--- src/rtl/oehx_pkg.sv ---
package oehx_pkg;

  localparam int unsigned WINDOW_BYTES = 4096;
  localparam int unsigned HEADER_BYTES = 64;

  localparam int unsigned PosW = $clog2(WINDOW_BYTES + 1);
  localparam int unsigned CntW = $clog2(HEADER_BYTES + 1);
  localparam int unsigned IdxW = 6;
  localparam int unsigned StW  = 3;

  // result queue
  localparam int unsigned MaxRes = 3;
  localparam int unsigned QDepth = 4;
  localparam int unsigned QCntW  = $clog2(QDepth + 1);
  localparam int unsigned QIdxW  = $clog2(QDepth);

  localparam logic [63:0] MARKER_WORD = 64'h7072_696E_7466_2027;  // printf '
  localparam logic [7:0]  CH_QUOTE    = 8'h27;
  localparam logic [7:0]  CH_BSLASH   = 8'h5C;

  localparam logic [StW-1:0] ST_OK     = 3'd0;
  localparam logic [StW-1:0] ST_NOMARK = 3'd1;
  localparam logic [StW-1:0] ST_LONG   = 3'd2;
  localparam logic [StW-1:0] ST_SHORT  = 3'd3;
  localparam logic [StW-1:0] ST_MAGIC  = 3'd4;

  typedef struct packed {
    logic            kind;
    logic [7:0]      header_byte;
    logic [IdxW-1:0] byte_index;
    logic [StW-1:0]  status;
    logic            last;
  } res_t;

  typedef struct packed {
    logic [1:0]              n;
    res_t [MaxRes-1:0]       res;
  } push_t;

  function automatic logic [7:0] magic_byte(input logic [1:0] idx);
    logic [7:0] b;
    case (idx)
      2'd0:    b = 8'h7F;
      2'd1:    b = 8'h45;
      2'd2:    b = 8'h4C;
      default: b = 8'h46;
    endcase
    return b;
  endfunction

  function automatic res_t mk_byte(input logic [7:0] b, input logic [CntW-1:0] idx);
    res_t r;
    r.kind        = 1'b0;
    r.header_byte = b;
    r.byte_index  = IdxW'(idx);
    r.status      = ST_OK;
    r.last        = 1'b0;
    return r;
  endfunction

  function automatic res_t mk_status(input logic [StW-1:0] st);
    res_t r;
    r.kind        = 1'b1;
    r.header_byte = '0;
    r.byte_index  = '0;
    r.status      = st;
    r.last        = 1'b1;
    return r;
  endfunction

endpackage

--- src/rtl/oehx_parse.sv ---
module oehx_parse import oehx_pkg::*; (
  input  logic       clk_i,
  input  logic       rst_ni,
  input  logic       in_valid_i,
  output logic       in_stall_o,
  input  logic [7:0] data_byte_i,
  input  logic       first_byte_i,
  input  logic       room_i,
  output push_t      push_o
);

  localparam logic [1:0] PH_SEARCH = 2'd0;
  localparam logic [1:0] PH_DECODE = 2'd1;
  localparam logic [1:0] PH_DONE   = 2'd2;

  localparam logic [1:0] ESC_NONE = 2'd0;
  localparam logic [1:0] ESC_BSL  = 2'd1;
  localparam logic [1:0] ESC_ONE  = 2'd2;
  localparam logic [1:0] ESC_TWO  = 2'd3;

  // input word register
  logic       vld_q, vld_d;
  logic [7:0] byte_q;
  logic       first_q;
  logic       accept, adv;

  // parse state
  logic [55:0]     win_q, win_d;
  logic [PosW-1:0] pos_q, pos_d;
  logic [1:0]      ph_q, ph_d;
  logic [1:0]      esc_q, esc_d;
  logic [8:0]      ev_q, ev_d;
  logic [CntW-1:0] cnt_q, cnt_d;
  logic            mok_q, mok_d;

  logic [PosW-1:0]   qpos;
  logic              digit, match, emit, plain, plain_after;
  logic [7:0]        emit_val;
  logic [8:0]        new_ev;
  logic [1:0]        n_v;
  res_t [MaxRes-1:0] res_v;

  assign accept     = in_valid_i && !in_stall_o;
  assign adv        = vld_q && room_i;
  assign in_stall_o = vld_q && !room_i;

  always_comb begin
    vld_d = vld_q;
    if (accept) begin
      vld_d = 1'b1;
    end else if (adv) begin
      vld_d = 1'b0;
    end
  end

  always_ff @(posedge clk_i or negedge rst_ni) begin
    if (!rst_ni) begin
      vld_q <= 1'b0;
    end else begin
      vld_q <= vld_d;
    end
  end

  always_ff @(posedge clk_i) begin
    if (accept) begin
      byte_q  <= data_byte_i;
      first_q <= first_byte_i;
    end
  end

  assign digit = (byte_q[7:3] == 5'b00110);

  always_comb begin
    win_d = win_q;
    pos_d = pos_q;
    ph_d  = ph_q;
    esc_d = esc_q;
    ev_d  = ev_q;
    cnt_d = cnt_q;
    mok_d = mok_q;
    if (first_q) begin
      win_d = '0;
      pos_d = '0;
      ph_d  = PH_SEARCH;
      esc_d = ESC_NONE;
      ev_d  = '0;
      cnt_d = '0;
      mok_d = 1'b1;
    end
    qpos = pos_d;
    if (pos_d < PosW'(WINDOW_BYTES)) begin
      pos_d = pos_d + 1'b1;
    end

    n_v         = '0;
    res_v       = '0;
    emit        = 1'b0;
    emit_val    = '0;
    plain       = 1'b0;
    plain_after = 1'b0;
    new_ev      = {ev_d[5:0], byte_q[2:0]};
    match       = ({win_d, byte_q} == MARKER_WORD);

    case (ph_d)
      PH_SEARCH: begin
        if (qpos >= PosW'(WINDOW_BYTES)) begin
          ph_d = PH_DONE;
        end else begin
          win_d = {win_d[47:0], byte_q};
          if (qpos >= PosW'(7) && match) begin
            ph_d = PH_DECODE;
          end else if (qpos >= PosW'(WINDOW_BYTES - 1)) begin
            res_v[n_v] = mk_status(ST_NOMARK);
            n_v        = n_v + 1'b1;
            ph_d       = PH_DONE;
          end
        end
      end
      PH_DECODE: begin
        if (esc_d == ESC_NONE) begin
          plain = 1'b1;
        end else if (digit && esc_d != ESC_TWO) begin
          ev_d  = new_ev;
          esc_d = esc_d + 1'b1;
        end else begin
          emit = 1'b1;
          if (digit) begin
            emit_val = new_ev[7:0];
            ev_d     = new_ev;
          end else if (esc_d == ESC_BSL) begin
            emit_val = CH_BSLASH;
          end else begin
            emit_val = ev_d[7:0];
          end
          esc_d       = ESC_NONE;
          plain_after = !digit;
        end
      end
      default: begin
      end
    endcase

    // byte that closes an escape
    if (emit) begin
      if (cnt_d >= CntW'(HEADER_BYTES)) begin
        res_v[n_v] = mk_status(ST_LONG);
        n_v        = n_v + 1'b1;
        ph_d       = PH_DONE;
        esc_d      = ESC_NONE;
      end else begin
        if (cnt_d < CntW'(4) && emit_val != magic_byte(cnt_d[1:0])) begin
          mok_d = 1'b0;
        end
        res_v[n_v] = mk_byte(emit_val, cnt_d);
        n_v        = n_v + 1'b1;
        cnt_d      = cnt_d + 1'b1;
        plain      = plain_after;
      end
    end

    // ordinary string byte
    if (plain) begin
      if (qpos > PosW'(WINDOW_BYTES - 4) || byte_q == CH_QUOTE) begin
        if (cnt_d != CntW'(HEADER_BYTES)) begin
          res_v[n_v] = mk_status(ST_SHORT);
        end else if (!mok_d) begin
          res_v[n_v] = mk_status(ST_MAGIC);
        end else begin
          res_v[n_v] = mk_status(ST_OK);
        end
        n_v   = n_v + 1'b1;
        ph_d  = PH_DONE;
        esc_d = ESC_NONE;
      end else if (byte_q == CH_BSLASH) begin
        esc_d = ESC_BSL;
        ev_d  = '0;
      end else if (cnt_d >= CntW'(HEADER_BYTES)) begin
        res_v[n_v] = mk_status(ST_LONG);
        n_v        = n_v + 1'b1;
        ph_d       = PH_DONE;
        esc_d      = ESC_NONE;
      end else begin
        if (cnt_d < CntW'(4) && byte_q != magic_byte(cnt_d[1:0])) begin
          mok_d = 1'b0;
        end
        res_v[n_v] = mk_byte(byte_q, cnt_d);
        n_v        = n_v + 1'b1;
        cnt_d      = cnt_d + 1'b1;
      end
    end

    // string bound reached with no escape open
    if (ph_d == PH_DECODE && esc_d == ESC_NONE && qpos >= PosW'(WINDOW_BYTES - 4)) begin
      if (cnt_d != CntW'(HEADER_BYTES)) begin
        res_v[n_v] = mk_status(ST_SHORT);
      end else if (!mok_d) begin
        res_v[n_v] = mk_status(ST_MAGIC);
      end else begin
        res_v[n_v] = mk_status(ST_OK);
      end
      n_v  = n_v + 1'b1;
      ph_d = PH_DONE;
    end
  end

  always_ff @(posedge clk_i or negedge rst_ni) begin
    if (!rst_ni) begin
      win_q <= '0;
      pos_q <= '0;
      ph_q  <= PH_SEARCH;
      esc_q <= ESC_NONE;
      ev_q  <= '0;
      cnt_q <= '0;
      mok_q <= 1'b1;
    end else if (adv) begin
      win_q <= win_d;
      pos_q <= pos_d;
      ph_q  <= ph_d;
      esc_q <= esc_d;
      ev_q  <= ev_d;
      cnt_q <= cnt_d;
      mok_q <= mok_d;
    end
  end

  always_comb begin
    push_o.res = res_v;
    push_o.n   = adv ? n_v : 2'd0;
  end

endmodule

--- src/rtl/oehx_resq.sv ---
module oehx_resq import oehx_pkg::*; (
  input  logic  clk_i,
  input  logic  rst_ni,
  input  push_t push_i,
  output logic  room_o,
  output logic  out_valid_o,
  input  logic  out_stall_i,
  output res_t  res_o
);

  // shift queue, head always in slot 0
  res_t             slot_q [QDepth];
  res_t             slot_d [QDepth];
  logic [QCntW-1:0] cnt_q, cnt_d;
  logic [QCntW-1:0] base;
  logic [QCntW-1:0] wi;
  logic             pop;

  assign out_valid_o = (cnt_q != '0);
  assign res_o       = slot_q[0];
  assign pop         = out_valid_o && !out_stall_i;
  assign room_o      = (cnt_q <= QCntW'(QDepth - MaxRes));

  always_comb begin
    slot_d = slot_q;
    base   = cnt_q;
    wi     = '0;
    if (pop) begin
      for (int i = 0; i < QDepth - 1; i++) begin
        slot_d[i] = slot_q[i + 1];
      end
      base = cnt_q - 1'b1;
    end
    for (int k = 0; k < MaxRes; k++) begin
      if (k < int'(push_i.n)) begin
        wi = base + QCntW'(k);
        slot_d[wi[QIdxW-1:0]] = push_i.res[k];
      end
    end
    cnt_d = base + QCntW'(push_i.n);
  end

  always_ff @(posedge clk_i or negedge rst_ni) begin
    if (!rst_ni) begin
      cnt_q <= '0;
    end else begin
      cnt_q <= cnt_d;
    end
  end

  always_ff @(posedge clk_i) begin
    slot_q <= slot_d;
  end

endmodule

--- src/rtl/octal_escape_header_extractor_core.sv ---
// Ch  | Dir | Handshake               | Word
// ----+-----+-------------------------+------------------------------------------------------
// in  | in  | in_valid_i/in_stall_o   | data_byte_i, first_byte_i
// out | out | out_valid_o/out_stall_i | kind_o, header_byte_o, byte_index_o, status_o, last_o
//
// Takes one input word per cycle unless in_stall_o is high. Its results go from the input
// register into the result queue. A word may produce up to three result words; the result
// queue drains one word per cycle unless out_stall_i is high, so in_stall_o can rise.
// Reset (rst_ni low, asynchronous) empties both stages and puts the parser in marker search.
// in_stall_o rises only while the result queue lacks room for three words.
module octal_escape_header_extractor_core import oehx_pkg::*; (
  input  logic            clk_i,
  input  logic            rst_ni,
  // byte stream
  input  logic            in_valid_i,
  output logic            in_stall_o,
  input  logic [7:0]      data_byte_i,
  input  logic            first_byte_i,
  // results
  output logic            out_valid_o,
  input  logic            out_stall_i,
  output logic            kind_o,
  output logic [7:0]      header_byte_o,
  output logic [IdxW-1:0] byte_index_o,
  output logic [StW-1:0]  status_o,
  output logic            last_o
);

  push_t push;   // results of the word in the input register
  logic  room;   // queue can absorb a worst-case word
  res_t  head;   // queue head

  // Input register plus the parser: marker search, escape decode, header count, magic check.
  oehx_parse u_parse (
    .clk_i        (clk_i),
    .rst_ni       (rst_ni),
    .in_valid_i   (in_valid_i),
    .in_stall_o   (in_stall_o),
    .data_byte_i  (data_byte_i),
    .first_byte_i (first_byte_i),
    .room_i       (room),
    .push_o       (push)
  );

  // Result register: small queue, up to three pushes in, one word out per cycle unless stalled.
  oehx_resq u_resq (
    .clk_i       (clk_i),
    .rst_ni      (rst_ni),
    .push_i      (push),
    .room_o      (room),
    .out_valid_o (out_valid_o),
    .out_stall_i (out_stall_i),
    .res_o       (head)
  );

  assign kind_o        = head.kind;
  assign header_byte_o = head.header_byte;
  assign byte_index_o  = head.byte_index;
  assign status_o      = head.status;
  assign last_o        = head.last;

endmodule

--- config.mk ---
export PLATFORM = sky130hd
export DESIGN_NAME = octal_escape_header_extractor_core
export DESIGN_NICKNAME = d
export VERILOG_FILES = /design/src/rtl/oehx_pkg.sv /design/src/rtl/oehx_parse.sv /design/src/rtl/oehx_resq.sv /design/src/rtl/octal_escape_header_extractor_core.sv
export SDC_FILE = /design/constraint.sdc
export NUM_CORES = 1
export LEC_CHECK = 0
export BUFFER_PORTS_ARGS = -buffer_cell sky130_fd_sc_hd__buf_2
export CAP_MARGIN = 20
export CORE_UTILIZATION = 57
export DETAILED_ROUTE_END_ITERATION = 12
export PLACE_DENSITY = 0.77
export SYNTH_ARGS = -nofsm -noshare
export SYNTH_HDL_FRONTEND = slang
export SYNTH_SLANG_ARGS = --single-unit
--- constraint.sdc ---
create_clock -name clk_i -period 4.6 [get_ports clk_i]
set_input_delay 0.92 -clock clk_i [delete_from_list [all_inputs] [get_ports clk_i]]
set_output_delay 0.92 -clock clk_i [all_outputs]
set_load 0.03 [all_outputs]
# [Word-level counts from Yosys, hierarchy flattened]
# Cells that the tools add are included.
# Widths: inputs -> output; s select.
[op_classes] n_addsub=11 n_lt_le_gt_ge=26 n_eq_ne=16 muxes=123 bitwise_logic=27 n_reduce_logical=28
[op_table] cell="$mux 57" n=12
[op_table] cell="$bwmux 76" n=3
[op_table] cell="$demux 19 s2" n=6
[op_table] cell="$mux 76" n=3
[op_table] cell="$not 48->48" n=4
[op_table] cell="$mux 19" n=10
[op_table] cell="$mux 56" n=3
[op_table] cell="$and 48x48->48" n=3
[op_table] cell="$bwmux 57" n=2
[op_table] cell="$and 51x51->51" n=2
[op_table] cell="$not 51->51" n=2
[op_table] cell="$and 45x45->45" n=2
[op_table] cell="$not 45->45" n=2
[op_table] cell="$mux 8" n=11
[op_table] cell="$mux 9" n=8
[op_table] cell="$eq 64x63->1 const B" n=1
[op_table] cell="$mux 2" n=31
[op_table] cell="$mux 7" n=7
[op_table] cell="$and 16x48->48" n=1
[op_table] cell="$pmux 6 s3" n=2
[op_table] cell="$or 9x9->9" n=3
[op_table] cell="$ge 13x12->1 const B" n=2
[op_table] cell="$mux 13" n=2
[op_table] cell="$or 12x12->12" n=2
[op_table] cell="other kinds (38)" n=107
[word_totals] reg_bits=179 inputBits=13 output_inout_bits=21 wordCells=262

# [Depth between registers and ports, before layout]
[logic_depth] ltp_word=29 ltp_mapped=23 ltp_nobuf=19

# [Hierarchy]
# A second synthesis with hierarchy kept.
[hier_totals] cells_unflattened=1802 area_unflattened_um2=14015.9
[by_module_without_submodules] mod="oehx_resq" n_inst=1 cells_each=966 area_per_inst_um2=7204.4 seq_area_each_um2=1596.5
[by_module_without_submodules] mod="oehx_parse" n_inst=1 cells_each=836 area_per_inst_um2=6811.5 seq_area_each_um2=2523.7

# [Worst setup path after synthesis]
# No wires, ideal clock.
[synth_timing] path_kind="register to register" from="reg u_parse.first_q" to="reg u_resq.cnt_q[2]" setup_time_ns=0.125 t_arrival_ns=4.660 required_ns=4.475 slack_ns=-0.185 path_stages_with_launch=22 n_path_buf=5 period_less_slack_ns=4.785 path_cell_list="edfxtp_1 buf_2 buf_2 clkbuf_1 clkbuf_1 nor2b_1 ha_1 a21o_1 a21oi_1 nand2_1 nand4_1 nand3b_1 ha_1 nor3_1 ha_1 nor3_2 or2_1 buf_2 nand2_1 fa_1 xnor2_1 xnor2_1"
[synth_between] elab_chain_cells=18 elab_cells_between_ends=71 cone_classes="add/sub (6); order compare (7); eq/ne (4); mux (46); reduce/logical (8)"
[synth_rtl] element="start, declared" line_no="oehx_parse.sv:24" text="logic first_q;"
[synth_rtl] element="start signal, assigned" line_no="oehx_parse.sv:67" text="first_q <= first_byte_i;"
[synth_rtl] element="branches (longest 15 deep; another with $ge 13x12->1)"
[synth_rtl] element="$mux 2 *" line_no="oehx_parse.sv:193" text="if (ph_d == PH_DECODE && esc_d == ESC_NONE && qpos >= PosW'(WINDOW_BYTES - 4)) begin"
[synth_rtl] element="$mux 2 *" line_no="oehx_parse.sv:228" text="push_o.n = adv ? n_v : 2'd0;"
[synth_rtl] element="$add 3x2->3 *" line_no="oehx_resq.sv:40" text="cnt_d = base + QCntW'(push_i.n);"
[synth_rtl] element="named net u_resq.cnt_d[2]" line_no="oehx_resq.sv:14" text="logic [QCntW-1:0] cnt_q, cnt_d;"
[synth_rtl] element="end signal, assigned" line_no="oehx_resq.sv:47" text="cnt_q <= cnt_d;"
[synth_rtl] element="end, declared" line_no="oehx_resq.sv:14"
# Mark *: on every way through the listed nets, which the timed path passes.
# A chain may end at the register's enable or synchronous reset.

==> results.md <==
- Outcome: finished clean
- RSZ-0062 raised after global routing: no
- DP Area: 12200 sq um
- Cell variety after synth: 110
- Clock tree from TritonCTS: built
- Core box area: 19600 sq um
- Full die area: 20700 sq um
- Synth top area share: 0.201
- FP Rows: 51
- Delay-heaviest family, CP: compound AO/OA/AOI/OAI gates
- Global-route wire length before repair: 53400 um
- CP startpoint: u_parse.first_q
- Drt pass-1 iters: 5
- Endpoints failing setup: 0
- Clk_skew: 0.0115 ns
- Syn Nets: 1471
- Fin crit period: 4.38 ns
- Iter 0 DRT Violations: 1237
- Initial Util: 0.586
- Sequential share of the synthesized area: 0.359
- Max clock buf depth: 2
- CP peak stage delay: 0.46 ns
- Setup CP Type: reg2reg
- Crit Path Max Fanout: 11
- Count leader, synth: nand2_1
- Vias in the first global route: 10400
- IO Pins: 34
- Cts hold-fix bufs: 0
- Slew HR: 0.365
- Post-synthesis cell count: 1436
- Number of fill cells: 1664
- Reg-to-reg endpoint: u_resq.slot_q[3]
- Clock Latency Late Sink: 0.44 ns
- Ant diodes: 0
- Total gr overflow: 0
- Worst R2R Setup Slack: 0.22 ns
- Clk sinks: 178
- Post-route insts no fill: 1741
- Dpl hpwl: 22800 um
- DR DRC count: 0
- Pleak: 5.06 nW
- Fin nets: 1498
- Critical path destination: u_resq.slot_q[3]
- Hold_sp: u_resq.slot_q[56]
- Initial antenna violation count: 0
- Die Ht: 144 um
- CP Capture Type: flip-flop
- Synth Flop Type: dfrtp_1
- Crit path cell chain: clkinv_1, nand2_1, ha_1, nor4b_4, o211a_1, buf_4, nand2_1, o21ai_0, buf_4, inv_1, ha_1, nor4b_1, a31o_2, a22o_1, a41oi_1, a21oi_2, nor4_2, a32o_1, mux2_4, a21o_1
- Fin area: 12800 sq um
- TritonCTS buffer count: 17
- Dominant cells by area after synthesis: dfrtp_1, dfxtp_1, nand2_1
- Post-synth top cells: nand2_1, o21ai_0, dfrtp_1
- Critical Path AT: 4.76 ns
- IO buf count: 33
- Req. time, crit path: 4.98 ns
- Slowest cell on crit path: edfxtp_1
- Area of the multi-input gates: 6730 sq um
- Post-synth EDFFs: 9
- Crit share post-route: 0.952
- Netlist Area Pre-Place: 11500 sq um
- Setup_tns: 0 ns
- Gr usage total: 0.325
- Yosys warning total: 0
- Least-Margin Pin Slew: 0.952 ns
- Worst-path clk slew: 0.07 ns
- FF-to-FF Start: u_parse.first_q
- Die width: 144 um
- Power Density: 417 nW/um^2
- H-tree depth: 4
- ANT nets after route: 0
- Routed WL: 32700 um
- Biggest area consumer among synthesized cells: dfrtp_1
- DR vias: 11200
- Syn avg cell area: 7.99 sq um
- Max Cap Violations: 0
- Vias per cell: 6.42
- RePlAce Congestion: 1.02
- DR WL/cell: 18.8 um
- Worst Hold Class: reg2reg
- Synth async-reset ratio: 0.522
- Startpoint Class: flip-flop
- Share of layout cells above drive strength 1: 0.152
- R2R depth: 20
- Clock root buffer: clkbuf_16
- Hold violation total from the final report: 0
- Register Area: 4120 sq um
- Area Overhead vs Synth: 11.7%
- Largest net degree at the start of global routing: 72
- Synthesized flop and latch total: 178
- Levels on crit path: 20
- Fmax achieved: 228 MHz
- Dpl cells: 1707
- Bufs and invs on worst path: 4
- Max IR drop VDD: 525 uV
- Slew Viols, Final: 0
through the flow:
step,util,hold WS (ns),power (W),worst slack (ns)
floorplan,-,0.438,0.00334,0.0575
global placement,0.620,0.453,0.00378,0.226
detailed placement,0.620,0.457,0.00384,0.116
CTS,0.651,0.469,0.00533,0.108
global route,0.654,0.505,0.00565,0.0143
finish,0.654,0.480,0.00534,0.222
layout by cell type (no fill, tap or decap), types with 20 or more instances in the layout:
cell	n
ha_1	21
a22oi_1	48
o21ai_0	112
nand3_1	45
dfxtp_1	76
nor2_1	74
inv_1	34
buf_2	32
a21oi_1	88
nand2_1	281
a211oi_1	25
mux2i_1	20
nor3_1	24
dfrtp_1	92
buf_4	89
clkbuf_16	20
o22ai_1	41
layer usage:
| metal | vias up | routed length (um) | GRT usage |
|---|---|---|---|
| li1 | 5272 | - | - |
| met1 | 5356 | 14400 | 0.459 |
| met2 | 502 | 15300 | 0.512 |
| met3 | 53 | 2570 | 0.0610 |
| met4 | 0 | 452 | 0.0806 |
| met5 | - | 0 | 0 |
logic make-up after synthesis:
| logic type | synth area share |
|---|---|
| flip-flops | 0.359 |
| AO/OA/AOI/OAI | 0.257 |
| AND/OR/NAND/NOR | 0.262 |
| adder cells (fa/ha/maj) | 0.0246 |
| XOR/XNOR | 0.0128 |
| buffers and inverters | 0.0621 |
| multiplexers | 0.0227 |
timing repair:
action / 4_1_cts / 5_1_grt
buffers inserted: 0 / 1
setup endpoints to repair: 0 / 8
resized for setup: 0 / 5
report_power, final:
group	switching, W	internal (W)	total (W)
combinational	0.00104	0.000541	0.00158
sequential	0.000370	0.00190	0.00227
clock	0.000686	0.000809	0.00150
total	0.00209	0.00325	0.00534
worst register-to-register path: cells and delay by family (launching register included):
family                   cells  cell delay, ns
AO/OA/AOI/OAI                8            1.61
multiplexers                 1            0.18
buffers and inverters        4            0.57
adder cells (fa/ha/maj)      2            0.46
AND/OR/NAND/NOR              5            1.03
flip-flops                   1            0.46
registers in the layout (all words and copies together), names as in the netlist:
signal and cells:
u_resq.slot_q 57, u_parse.win_q 56, u_resq.res_o 19, u_parse.pos_q 13, u_parse.byte_q 8, u_parse.ev_q 8
u_parse.cnt_q 7, u_resq.cnt_q 3, u_parse.esc_q 2, u_parse.ph_q 2, u_parse.first_q 1, u_parse.mok_q 1
u_parse.vld_q 1
how the worst min path moves through the flow:
stage / endpoint / slack, ns / cells after the start
global placement: u_resq.slot_q[56] / 0.45 / 2
finish: u_resq.slot_q[56] / 0.48 / 2
global route: u_resq.slot_q[18] / 0.50 / 2
CTS: u_resq.slot_q[56] / 0.47 / 2
floorplan: u_resq.slot_q[56] / 0.44 / 2
detailed placement: u_resq.slot_q[56] / 0.46 / 2
final cells by class:
class / instances / share of cell area
inverter: 35 / 0.0102
clock buffer: 20 / 0.0390
tap: 265 / 0.0259
clock inverter: 12 / 0.00830
multi-input combinational: 1106 / 0.525
timing repair buffer: 125 / 0.0705
sequential: 178 / 0.321
(Power assumes the default switching activity.)
